**config.mk**
```make
export PLATFORM = sky130hd
export DESIGN_NAME = softmax_fast_exp
export DESIGN_NICKNAME = d
export VERILOG_FILES = /design/src/rtl/sfe_pkg.sv /design/src/rtl/sfe_ram.sv /design/src/rtl/sfe_datapath.sv /design/src/rtl/sfe_ctrl.sv /design/src/rtl/softmax_fast_exp.sv
export SDC_FILE = /design/constraint.sdc
export NUM_CORES = 2
export LEC_CHECK = 0
export BUFFER_PORTS_ARGS = -buffer_cell sky130_fd_sc_hd__buf_4
export CAP_MARGIN = 20
export CELL_PAD_IN_SITES_DETAIL_PLACEMENT = 1
export CELL_PAD_IN_SITES_GLOBAL_PLACEMENT = 2
export CORE_MARGIN = 2
export CORE_UTILIZATION = 29
export CTS_CLUSTER_DIAMETER = 150
export DETAILED_ROUTE_END_ITERATION = 8
export HOLD_SLACK_MARGIN = 0.06
export PLACE_DENSITY = 0.53
export SETUP_SLACK_MARGIN = 0.5
export SLEW_MARGIN = 10
export SYNTH_ARGS = -nofsm -noshare
export SYNTH_HDL_FRONTEND = slang
export SYNTH_SLANG_ARGS = --single-unit
```
**constraint.sdc**
```tcl
create_clock -name clk -period 10.4 [get_ports clk]
set_input_delay 0.52 -clock clk [delete_from_list [all_inputs] [get_ports clk]]
set_output_delay 0.52 -clock clk [all_outputs]
set_load 0.005 [all_outputs]
```
**src/rtl/sfe_pkg.sv**
```systemverilog
// ----------------------------------------------------------------------------
// sfe_pkg
// types and constants shared by the softmax fast-exp block
// ----------------------------------------------------------------------------
package sfe_pkg;

	localparam int unsigned LOGIT_W = 16;
	localparam int unsigned EXP_W   = 17;
	localparam int unsigned SUM_W   = 23;
	localparam int unsigned PROB_W  = 16;
	localparam int unsigned QUO_W   = 33;

	localparam logic [16:0] LOG2E_Q16 = 17'd94548;
	localparam logic [24:0] OFFS_Q24  = 25'd1092111;
	localparam logic [24:0] ONE_Q24   = 25'd16777216;

	typedef struct packed {
		logic signed [LOGIT_W-1:0] logit;
		logic                      last_item;
	} in_item_t;

	typedef struct packed {
		logic [PROB_W-1:0] probability;
		logic              last_result;
		logic              too_long;
	} out_item_t;

	typedef enum logic [3:0] {
		ST_LOAD,
		ST_EXP_RD,
		ST_EXP_MUL,
		ST_EXP_SH,
		ST_DIV_RD,
		ST_DIV_GO,
		ST_DIV_RUN,
		ST_OUT
	} state_t;

	// controller to datapath
	typedef struct packed {
		logic load;        // store accepted logit
		logic drop;        // item dropped, set overflow
		logic sum_clr;
		logic exp_mul;     // form u
		logic exp_wr;      // finish exp, write and accumulate
		logic div_start;
		logic div_step;
		logic out_load;
		logic idx_clr;
		logic idx_inc;
		logic vec_clr;
	} cmd_t;

	// datapath to controller
	typedef struct packed {
		logic store_full;
		logic idx_last;    // index is the final stored element
		logic empty;
		logic div_done;
	} status_t;

endpackage

```
**src/rtl/sfe_ram.sv**
```systemverilog
// ----------------------------------------------------------------------------
// sfe_ram
// generic simple dual-port ram (one write port, one read port) with registered read
// ----------------------------------------------------------------------------
module sfe_ram #(
	parameter int unsigned WIDTH = 16,
	parameter int unsigned DEPTH = 64
) (
	input  logic                                            clk,
	input  logic                                            we,
	input  logic [((DEPTH > 1) ? $clog2(DEPTH) : 1)-1:0]    waddr,
	input  logic [WIDTH-1:0]                                wdata,
	input  logic [((DEPTH > 1) ? $clog2(DEPTH) : 1)-1:0]    raddr,
	output logic [WIDTH-1:0]                                rdata
);
	logic [WIDTH-1:0] mem_q [DEPTH];

	always_ff @(posedge clk) begin
		if (we) begin
			mem_q[waddr] <= wdata;
		end
		rdata <= mem_q[raddr];
	end
endmodule

```
**src/rtl/sfe_datapath.sv**
```systemverilog
// ----------------------------------------------------------------------------
// sfe_datapath
// stores, max tracking, fast exp, sum and restoring divider
// ----------------------------------------------------------------------------
module sfe_datapath #(
	parameter int unsigned MAX_LEN = 64
) (
	input  logic                clk,
	input  logic                arst_n,
	input  sfe_pkg::in_item_t   in_item,
	input  sfe_pkg::cmd_t       cmd,
	output sfe_pkg::status_t    status,
	output sfe_pkg::out_item_t  out_item
);
	localparam int unsigned AW = (MAX_LEN > 1) ? $clog2(MAX_LEN) : 1;
	localparam int unsigned CW = $clog2(MAX_LEN + 1);

	logic [CW-1:0]                        count_q;
	logic [CW-1:0]                        idx_q;
	logic signed [sfe_pkg::LOGIT_W-1:0]   max_q;
	logic [sfe_pkg::SUM_W-1:0]            sum_q;
	logic                                 ovf_q;
	logic [sfe_pkg::LOGIT_W-1:0]          logit_rd;
	logic [sfe_pkg::EXP_W-1:0]            exp_rd;
	logic [sfe_pkg::EXP_W-1:0]            exp_val;
	logic [16:0]                          mag;
	logic [34:0]                          u_q;
	logic [10:0]                          k;
	logic [24:0]                          frac;
	logic [25:0]                          mant;
	logic [11:0]                          sh;
	logic [sfe_pkg::QUO_W-1:0]            rem_q;
	logic [sfe_pkg::QUO_W-1:0]            quo_q;
	logic [5:0]                           bit_q;
	logic [sfe_pkg::QUO_W:0]              trial;
	logic [AW-1:0]                        waddr;
	logic [AW-1:0]                        raddr;

	assign waddr = count_q[AW-1:0];
	assign raddr = idx_q[AW-1:0];

	sfe_ram #(.WIDTH(sfe_pkg::LOGIT_W), .DEPTH(MAX_LEN)) u_logit_ram (
		.clk  (clk),
		.we   (cmd.load),
		.waddr(waddr),
		.wdata(in_item.logit),
		.raddr(raddr),
		.rdata(logit_rd)
	);

	sfe_ram #(.WIDTH(sfe_pkg::EXP_W), .DEPTH(MAX_LEN)) u_exp_ram (
		.clk  (clk),
		.we   (cmd.exp_wr),
		.waddr(raddr),
		.wdata(exp_val),
		.raddr(raddr),
		.rdata(exp_rd)
	);

	// u = (max - x) * log2e + offset, registered
	assign mag = 17'(signed'({max_q[15], max_q}) - signed'({logit_rd[15], logit_rd}));

	// k = ceil(u / 2^24), fraction = k*2^24 - u
	assign k    = 11'((u_q + 35'(sfe_pkg::ONE_Q24 - 25'd1)) >> 24);
	assign frac = 25'(({24'd0, k} << 24) - u_q);
	assign mant = 26'({1'b0, sfe_pkg::ONE_Q24}) + 26'(frac);
	assign sh   = 12'(k) + 12'd8;
	assign exp_val = (sh >= 12'd26) ? '0 : 17'(mant >> sh[4:0]);

	assign trial = {rem_q, quo_q[sfe_pkg::QUO_W-1]} - {11'd0, sum_q};

	always_ff @(posedge clk or negedge arst_n) begin
		if (!arst_n) begin
			count_q <= '0;
			idx_q   <= '0;
			max_q   <= 16'sh8000;
			sum_q   <= '0;
			ovf_q   <= 1'b0;
			bit_q   <= '0;
		end else begin
			if (cmd.vec_clr) begin
				count_q <= '0;
				max_q   <= 16'sh8000;
				ovf_q   <= 1'b0;
			end
			if (cmd.load) begin
				count_q <= count_q + CW'(1);
				if (in_item.logit > max_q) begin
					max_q <= in_item.logit;
				end
			end
			if (cmd.drop) begin
				ovf_q <= 1'b1;
			end
			if (cmd.idx_clr) begin
				idx_q <= '0;
			end else if (cmd.idx_inc) begin
				idx_q <= idx_q + CW'(1);
			end
			if (cmd.sum_clr) begin
				sum_q <= '0;
			end else if (cmd.exp_wr) begin
				sum_q <= sum_q + 23'(exp_val);
			end
			if (cmd.div_start) begin
				bit_q <= 6'(sfe_pkg::QUO_W);
			end else if (cmd.div_step) begin
				bit_q <= bit_q - 6'd1;
			end
		end
	end

	// u register, restoring divide of exp << 16 by sum (one quotient bit a cycle), output load
	always_ff @(posedge clk) begin
		if (cmd.exp_mul) begin
			u_q <= 35'(mag) * 35'(sfe_pkg::LOG2E_Q16) + 35'(sfe_pkg::OFFS_Q24);
		end
		if (cmd.div_start) begin
			rem_q <= '0;
			quo_q <= {exp_rd, 16'd0};
		end else if (cmd.div_step) begin
			if (!trial[sfe_pkg::QUO_W]) begin
				rem_q <= trial[sfe_pkg::QUO_W-1:0];
				quo_q <= {quo_q[sfe_pkg::QUO_W-2:0], 1'b1};
			end else begin
				rem_q <= {rem_q[sfe_pkg::QUO_W-2:0], quo_q[sfe_pkg::QUO_W-1]};
				quo_q <= {quo_q[sfe_pkg::QUO_W-2:0], 1'b0};
			end
		end
		if (cmd.out_load) begin
			if (sum_q == '0) begin
				out_item.probability <= '0;
			end else if (quo_q > 33'd65535) begin
				out_item.probability <= 16'hFFFF;
			end else begin
				out_item.probability <= quo_q[15:0];
			end
			out_item.last_result <= (idx_q + CW'(1) == count_q);
			out_item.too_long    <= ovf_q;
		end
	end

	assign status.store_full = (count_q == CW'(MAX_LEN));
	assign status.idx_last   = (idx_q + CW'(1) == count_q);
	assign status.empty      = (count_q == '0);
	assign status.div_done   = (bit_q == 6'd0);
endmodule

```
**src/rtl/sfe_ctrl.sv**
```systemverilog
// ----------------------------------------------------------------------------
// sfe_ctrl
// sequencer for load, exp pass and divide pass
// ----------------------------------------------------------------------------
module sfe_ctrl (
	input  logic                clk,
	input  logic                arst_n,
	input  logic                in_valid,
	input  logic                in_last,
	output logic                in_ready,
	output logic                out_valid,
	input  logic                out_ready,
	input  sfe_pkg::status_t    status,
	output sfe_pkg::cmd_t       cmd
);
	sfe_pkg::state_t state_q, state_d;
	logic            out_valid_q, out_valid_d;
	logic            in_fire;

	assign in_ready  = (state_q == sfe_pkg::ST_LOAD);
	assign in_fire   = in_valid && in_ready;
	assign out_valid = out_valid_q;

	always_ff @(posedge clk or negedge arst_n) begin
		if (!arst_n) begin
			state_q     <= sfe_pkg::ST_LOAD;
			out_valid_q <= 1'b0;
		end else begin
			state_q     <= state_d;
			out_valid_q <= out_valid_d;
		end
	end

	always_comb begin
		state_d     = state_q;
		out_valid_d = out_valid_q;
		cmd         = '0;
		if (out_valid_q && out_ready) begin
			out_valid_d = 1'b0;
		end
		unique case (state_q)
			sfe_pkg::ST_LOAD: begin
				if (in_fire) begin
					cmd.load = !status.store_full;
					cmd.drop = status.store_full;
					if (in_last) begin
						cmd.idx_clr = 1'b1;
						cmd.sum_clr = 1'b1;
						state_d     = sfe_pkg::ST_EXP_RD;
					end
				end
			end
			sfe_pkg::ST_EXP_RD: begin
				// ram read in flight
				if (status.empty) begin
					cmd.vec_clr = 1'b1;
					state_d     = sfe_pkg::ST_LOAD;
				end else begin
					state_d = sfe_pkg::ST_EXP_MUL;
				end
			end
			sfe_pkg::ST_EXP_MUL: begin
				cmd.exp_mul = 1'b1;
				state_d     = sfe_pkg::ST_EXP_SH;
			end
			sfe_pkg::ST_EXP_SH: begin
				cmd.exp_wr = 1'b1;
				if (status.idx_last) begin
					cmd.idx_clr = 1'b1;
					state_d     = sfe_pkg::ST_DIV_RD;
				end else begin
					cmd.idx_inc = 1'b1;
					state_d     = sfe_pkg::ST_EXP_RD;
				end
			end
			sfe_pkg::ST_DIV_RD: begin
				// exp read in flight
				state_d = sfe_pkg::ST_DIV_GO;
			end
			sfe_pkg::ST_DIV_GO: begin
				cmd.div_start = 1'b1;
				state_d       = sfe_pkg::ST_DIV_RUN;
			end
			sfe_pkg::ST_DIV_RUN: begin
				if (status.div_done && !out_valid_d) begin
					cmd.out_load = 1'b1;
					out_valid_d  = 1'b1;
					state_d      = sfe_pkg::ST_OUT;
				end else if (!status.div_done) begin
					cmd.div_step = 1'b1;
				end
			end
			sfe_pkg::ST_OUT: begin
				if (status.idx_last) begin
					cmd.vec_clr = 1'b1;
					state_d     = sfe_pkg::ST_LOAD;
				end else begin
					cmd.idx_inc = 1'b1;
					state_d     = sfe_pkg::ST_DIV_RD;
				end
			end
			default: begin
				state_d = sfe_pkg::ST_LOAD;
			end
		endcase
	end
endmodule

```
**src/rtl/softmax_fast_exp.sv**
```systemverilog
// ----------------------------------------------------------------------------
// softmax_fast_exp
// softmax over a stored vector of q8.8 logits with a bit-trick exponential
// ----------------------------------------------------------------------------
// Logits are taken one per cycle while loading, with the running maximum
// tracked on the fly; items beyond MAX_LEN are dropped and flag too_long on
// every result of the vector. The transfer carrying last_item starts the exp
// pass (per element: ram read, multiply by log2(e), shift) and then the
// divide pass, where each probability goes through ram read, divider start,
// 33 quotient bits at one a cycle, output register load and index step; an
// output stall holds it before the load. Input is held off from the last
// transfer until the final probability is registered.
module softmax_fast_exp #(
	parameter int unsigned MAX_LEN = 64
) (
	input  logic                clk,
	input  logic                arst_n,
	input  logic                in_valid,
	output logic                in_ready,
	input  sfe_pkg::in_item_t   in_data,
	output logic                out_valid,
	input  logic                out_ready,
	output sfe_pkg::out_item_t  out_data
);
	sfe_pkg::cmd_t    cmd;
	sfe_pkg::status_t status;

	// sequencer
	sfe_ctrl u_ctrl (
		.clk      (clk),
		.arst_n   (arst_n),
		.in_valid (in_valid),
		.in_last  (in_data.last_item),
		.in_ready (in_ready),
		.out_valid(out_valid),
		.out_ready(out_ready),
		.status   (status),
		.cmd      (cmd)
	);

	// stores and arithmetic
	sfe_datapath #(.MAX_LEN(MAX_LEN)) u_dp (
		.clk     (clk),
		.arst_n  (arst_n),
		.in_item (in_data),
		.cmd     (cmd),
		.status  (status),
		.out_item(out_data)
	);
endmodule

```
# Word level (Yosys, flattened, before mapping)
# Memories as Yosys holds them, arrays and structs flattened. A register that Yosys moved wholly into a read port is not among the register bits.
# Cells that the tools add are included.
# classes
addsub	11
n_mul	1
n_lt_le_gt_ge	3
n_eq_ne	12
shifts	1
n_mux	50
n_reduce_logical	16
# ops
op	count
2-to-1 mux 33 bit	3
2-to-1 mux 16 bit	4
2-to-1 mux 23 bit	2
adder 34 x 21 -> 35 bit (second input constant)	1
adder 35 x 24 -> 35 bit (second input constant)	1
subtractor 34 x 23 -> 34 bit	1
greater-than comparator 33 x 16 -> 1 bit (second input constant)	1
multiplier 17 x 15 -> 32 bit (second input constant)	1
one-hot mux 4 bit (8 select lines)	1
2-to-1 mux 7 bit	4
adder 25 x 25 -> 26 bit (first input constant)	1
>> shifter 26 x 5 -> 17 bit	1
subtractor 25 bit	1
adder 23 x 17 -> 23 bit	1
logical NOT 23 bit	1
2-to-1 mux 1 bit	22
2-to-1 mux 17 bit	1
subtractor 16 x 16 -> 17 bit	1
== test 4 x 3 -> 1 bit (second input constant)	4
greater-than comparator 16 bit	1
adder 7 x 1 -> 7 bit (second input constant)	2
adder 11 x 4 -> 12 bit (second input constant)	1
greater-or-equal comparator 12 x 5 -> 1 bit (second input constant)	1
2-to-1 mux 3 bit	4
19 further kinds	33
# word_totals
register_bits	184
mem_bits_rw	2112
input_bits	21
elab_cells	111
memories	2
# memory_table
name	depth	width	rd	rd_clocked_by_memory_dff	wr	line	text
u_dp.u_exp_ram.mem_q	64	17	1	1	1	sfe_ram.sv:16	logic [WIDTH-1:0] mem_q [DEPTH];
u_dp.u_logit_ram.mem_q	64	16	1	1	1	sfe_ram.sv:16	

# Logic depth before layout (Yosys ltp)
# logic_depth
word_depth	8
mapped_depth	35

# Cells and area by module
# From an unflattened synthesis, not the netlist that was laid out.
# hier_totals
cells_unflattened	5762
hier_area_um2	100246.1
# by_module_without_submodules
mod	n_inst	cells_each	area_each_um2
sfe_ram (u_dp.u_exp_ram)	1	1953	42344.4
sfe_ram (u_dp.u_logit_ram)	1	1829	40042.2
sfe_datapath	1	1940	17530.6
sfe_ctrl	1	40	329.1

# Least setup slack after synthesis
# OpenSTA, ideal clock, no wires.
# synth_timing
path_kind	register to register
from	reg u_dp.u_logit_ram.rdata[1] (read register of u_dp.u_logit_ram.mem_q)
to	reg u_dp.u_q[32] (data pin)
t_arrival_ns	7.955
slack_ns	2.178
stages_incl_launch_ff	33
path_cell_list	dfxtp_1 inv_1 ha_1 nor2b_1 o21ai_0 a21boi_1 o21ai_0 a22oi_1 a31oi_1 o21ai_1 or4b_2 nand3_1 ha_1 ha_1 inv_1 fa_1 inv_1 fa_1 fa_1 inv_1 fa_1 inv_1 ha_1 buf_6 and3_4 nor2b_4 nor4b_4 a21o_1 xor2_1 nor4_2 a21oi_1 or4_4 xor2_1
# synth_via
elab_chain_len	3
# synth_rtl
element	line	text
start: declaration	sfe_ram.sv:14	output logic [WIDTH-1:0] rdata
subtractor 16 x 16 -> 17 bit	sfe_datapath.sv:61	assign mag = 17'(signed'({max_q[15], max_q}) - signed'({logit_rd[15], logit_rd}));
multiplier 17 x 15 -> 32 bit	sfe_datapath.sv:116	u_q <= 35'(mag) * 35'(sfe_pkg::LOG2E_Q16) + 35'(sfe_pkg::OFFS_Q24);
adder 34 x 21 -> 35 bit	sfe_datapath.sv:116	
end signal: assignment	sfe_datapath.sv:116	
end: declaration	sfe_datapath.sv:27	logic [34:0] u_q;
# No other way between the ends.
# A chain may end at the register's enable or synchronous reset.

# Worst setup path in the final report
# layout_timing
from	reg u_dp.u_logit_ram.rdata[1] (read register of u_dp.u_logit_ram.mem_q)
to	reg u_dp.u_q[33] (data pin)
# The elaborated chain is that of the path after synthesis.

==> flow_metrics.tcl <==
set metrics [dict create \
    detail-route-antenna-nets 0 \
    drive_gt1_frac 0.134 \
    netlist_instances 6069 \
    synth-main-ff-cell "edfxtp_1" \
    grt_overflow 0 \
    yosys.area_share.simple 0.0475 \
    cts_made_buffers 269 \
    die_w_um 574 \
    drc_errors 2 \
    synth_compound_gate_area_share 0.138 \
    finalHoldViolations 0 \
    clock_latency_ns 0.91 \
    maxCapViolCount 0 \
    crit_arrival_ns 9.72 \
    synth-xor-area-share 0.0148 \
    grt_max_degree 96 \
    port_buffers 40 \
    drt-total-wl_um 317000 \
    min_period_over_period 0.876 \
    postSynthAreaPerCell_um2 15.5 \
    finalSetupTns_ns 0 \
    violations "design-rule violations" \
    grt_pass1_wl_um 453000 \
    die-area_um2 330000 \
    final_max_slew_viol_count 0 \
    die_h_um 574 \
    fin_nets 6587 \
    critPathLaunchType "register" \
    clock_skew_ns 0.0775 \
    critPathMaxFanout 10 \
    synthDistinctLibCells 98 \
    vias 56500 \
    avgRoutedWirePerCell_um 29.2 \
    slew_headroom 0.206 \
    yosysMostFrequentCell "edfxtp_1" \
    max_stage_delay_ns 0.63 \
    cts_resized 0 \
    synth_edf_count 2180 \
    synthTopCellsByArea "edfxtp_1, a22oi_1, ha_1" \
    ys_top_cells_by_count "edfxtp_1, a22oi_1, clkbuf_1" \
    areaGrowthSynthToFinish_pct 16.6 \
    crit_top_cell "inv_1" \
    synth_mux_area_frac 0.00500 \
    cts_root_buf "clkbuf_16" \
    critical_path_class "reg -> reg" \
    worstMarginPinSlew_ns 1.19 \
    ys_ff_latch 2326 \
    dr.pass1.iters 9 \
    rows 209 \
    clkSlewWorstSetupHoldPaths_ns 0.06 \
    synth_seq_area_share 0.728 \
    ff2ff_path_depth 32 \
    io_pins 41 \
    clockBufferDepth 4 \
    syn_area_um2 94300 \
    synth_largest_area_cell "edfxtp_1" \
    hold_path.class "in -> async" \
    dp_hpwl_um 185000 \
    status "finished with violations" \
    gp_congestion 0.762 \
    synthArstFlopShare 0.0275 \
    required_ns 11.01 \
    synth_top_family_by_area "compound AO/OA/AOI/OAI gates" \
    period_needed_ns 9.11 \
    core_um2 324000 \
    fillers 33000 \
    synth_fa_ha_area_frac 0.0431 \
    cts_sinks 2326 \
    synth_top_area_share 0.694 \
    finalSetupViolations 0 \
    grt_pass1_vias 59300 \
    antenna_found_initial 10 \
    timing.fmax_mhz 110 \
    htreeDepth 5 \
    cts_tree "done" \
    syn-num-nets 6369 \
    drt_iter0_markers 4066 \
    fin_area_um2 110000 \
    viasPerCell 5.22 \
    crit_path_end_kind "register" \
    place_area_um2 101000 \
    rsz0062_at_grt "false" \
    grt_util_all_layers 0.188 \
    start_util 0.291 \
    slowest_stage "or4b_2" \
    ys_warn_count 0 \
]
==> placed cells by master (no fill, tap or decap), types with 29 or more instances in the layout <==
cell,netlist,layout
a211oi_1,30,29
a21o_1,32,32
a21oi_1,187,184
a221oi_1,196,196
a22o_1,214,214
a22oi_1,667,667
a31oi_1,207,207
buf_4,3,279
clkbuf_1,280,60
clkbuf_16,0,273
clkinv_1,1,42
clkinv_2,0,40
dfrtp_1,63,62
dfxtp_1,82,82
edfxtp_1,2180,2180
fa_1,76,76
ha_1,203,203
inv_1,226,226
mux2i_1,37,37
nand2_1,204,202
nand3_1,118,116
nand4_1,93,93
nor2_1,262,138
nor2_2,0,109
nor3_1,36,32
nor4_1,42,39
o21a_1,35,35
o21ai_0,98,98
xnor2_1,94,93
xor2_1,63,61
==> repair_timing <==
item	4_1_cts	5_1_grt
endpoints found under the hold margin	60	0
hold buffers	8	0
buffers inserted	0	0
==> sequential cells by signal, summed over array words and instances (netlist names), 3 cells and up <==
register,cells
u_dp.rem_q,33
u_dp.max_q,16
u_dp.sum_q,23
u_dp.bit_q,6
u_dp.idx_q,7
u_dp.u_exp_ram.rdata,17
u_dp.count_q,7
u_dp.quo_q,33
u_dp.u_q,33
u_dp.u_logit_ram.mem_q,1024
u_ctrl.state_q,3
u_dp.out_item,18
u_dp.u_exp_ram.mem_q,1088
u_dp.u_logit_ram.rdata,16
==> worst paths after layout <==
check,from,slack (ns),end
max,u_dp.u_logit_ram.rdata[1]$_DFF_P_,1.29,u_dp.u_q[33]$_DFFE_PP_
min reg2reg,u_dp.quo_q[8]$_SDFFE_PP0P_,0.46,u_dp.quo_q[9]$_SDFFE_PP0P_
min,arst_n,0.13,u_dp.sum_q[10]$_DFFE_PN0P_
max reg2reg,u_dp.u_logit_ram.rdata[1]$_DFF_P_,1.29,u_dp.u_q[33]$_DFFE_PP_
max in group asynchronous,arst_n,9.17,u_dp.idx_q[5]$_DFFE_PN0P_
min in group clk,in_data[1],0.15,u_dp.u_logit_ram.mem_q[49][0]$_DFFE_PP_
==> kinds of logic after synthesis <==
family / count (synthesis)
buf+inv: 583
simple gates: 906
mux: 44
fa+ha+maj: 279
flops: 2326
compound gates: 1773
xor+xnor: 158
==> routing by layer <==
metal | GRT usage | part of all wire
met1 | 0.260 | 0.46
met2 | 0.318 | 0.48
met3 | 0.0193 | 0.036
met4 | 0.0445 | 0.023
met5 | 0 | 0.000038
==> critical path, delay by kind of cell (launching register included) <==
kind                     cells  cell delay (ns)
AO/OA/AOI/OAI                8             1.83
XOR/XNOR                     2             0.20
adder cells (fa/ha/maj)      8             3.26
buffers and inverters        5             0.25
flip-flops                   1             0.36
AND/OR/NAND/NOR              9             2.96
==> cell type report <==
| class | instances | area [µm²] | area share |
|---|---|---|---|
| multi-input cells | 3160 | 23900 | 0.218 |
| repair buffers | 303 | 2480 | 0.0225 |
| well taps | 4325 | 5410 | 0.0492 |
| diodes | 11 | 27.5 | 0.000250 |
| inverters | 227 | 852 | 0.00775 |
| clock inverters | 130 | 1350 | 0.0123 |
| flip-flops and latches | 2326 | 68700 | 0.625 |
| clock buffers | 343 | 7190 | 0.0654 |
==> through the flow <==
stage / cells / setup WS, ns / util / hold WS (ns)
final: 10800 / 1.29 / 0.339 / 0.135
after global routing: 10800 / 0.528 / 0.339 / 0.133
after CTS: 10800 / 1.18 / 0.339 / 0.109
after detailed placement: 10300 / 1.18 / 0.313 / 0.449
after global placement: 10300 / 1.19 / 0.313 / 0.446
after floorplan: 6069 / 2.18 / - / 0.224
Power is not shown: default switching activity piles up to over one toggle a cycle in this logic, so the estimate is an artifact.
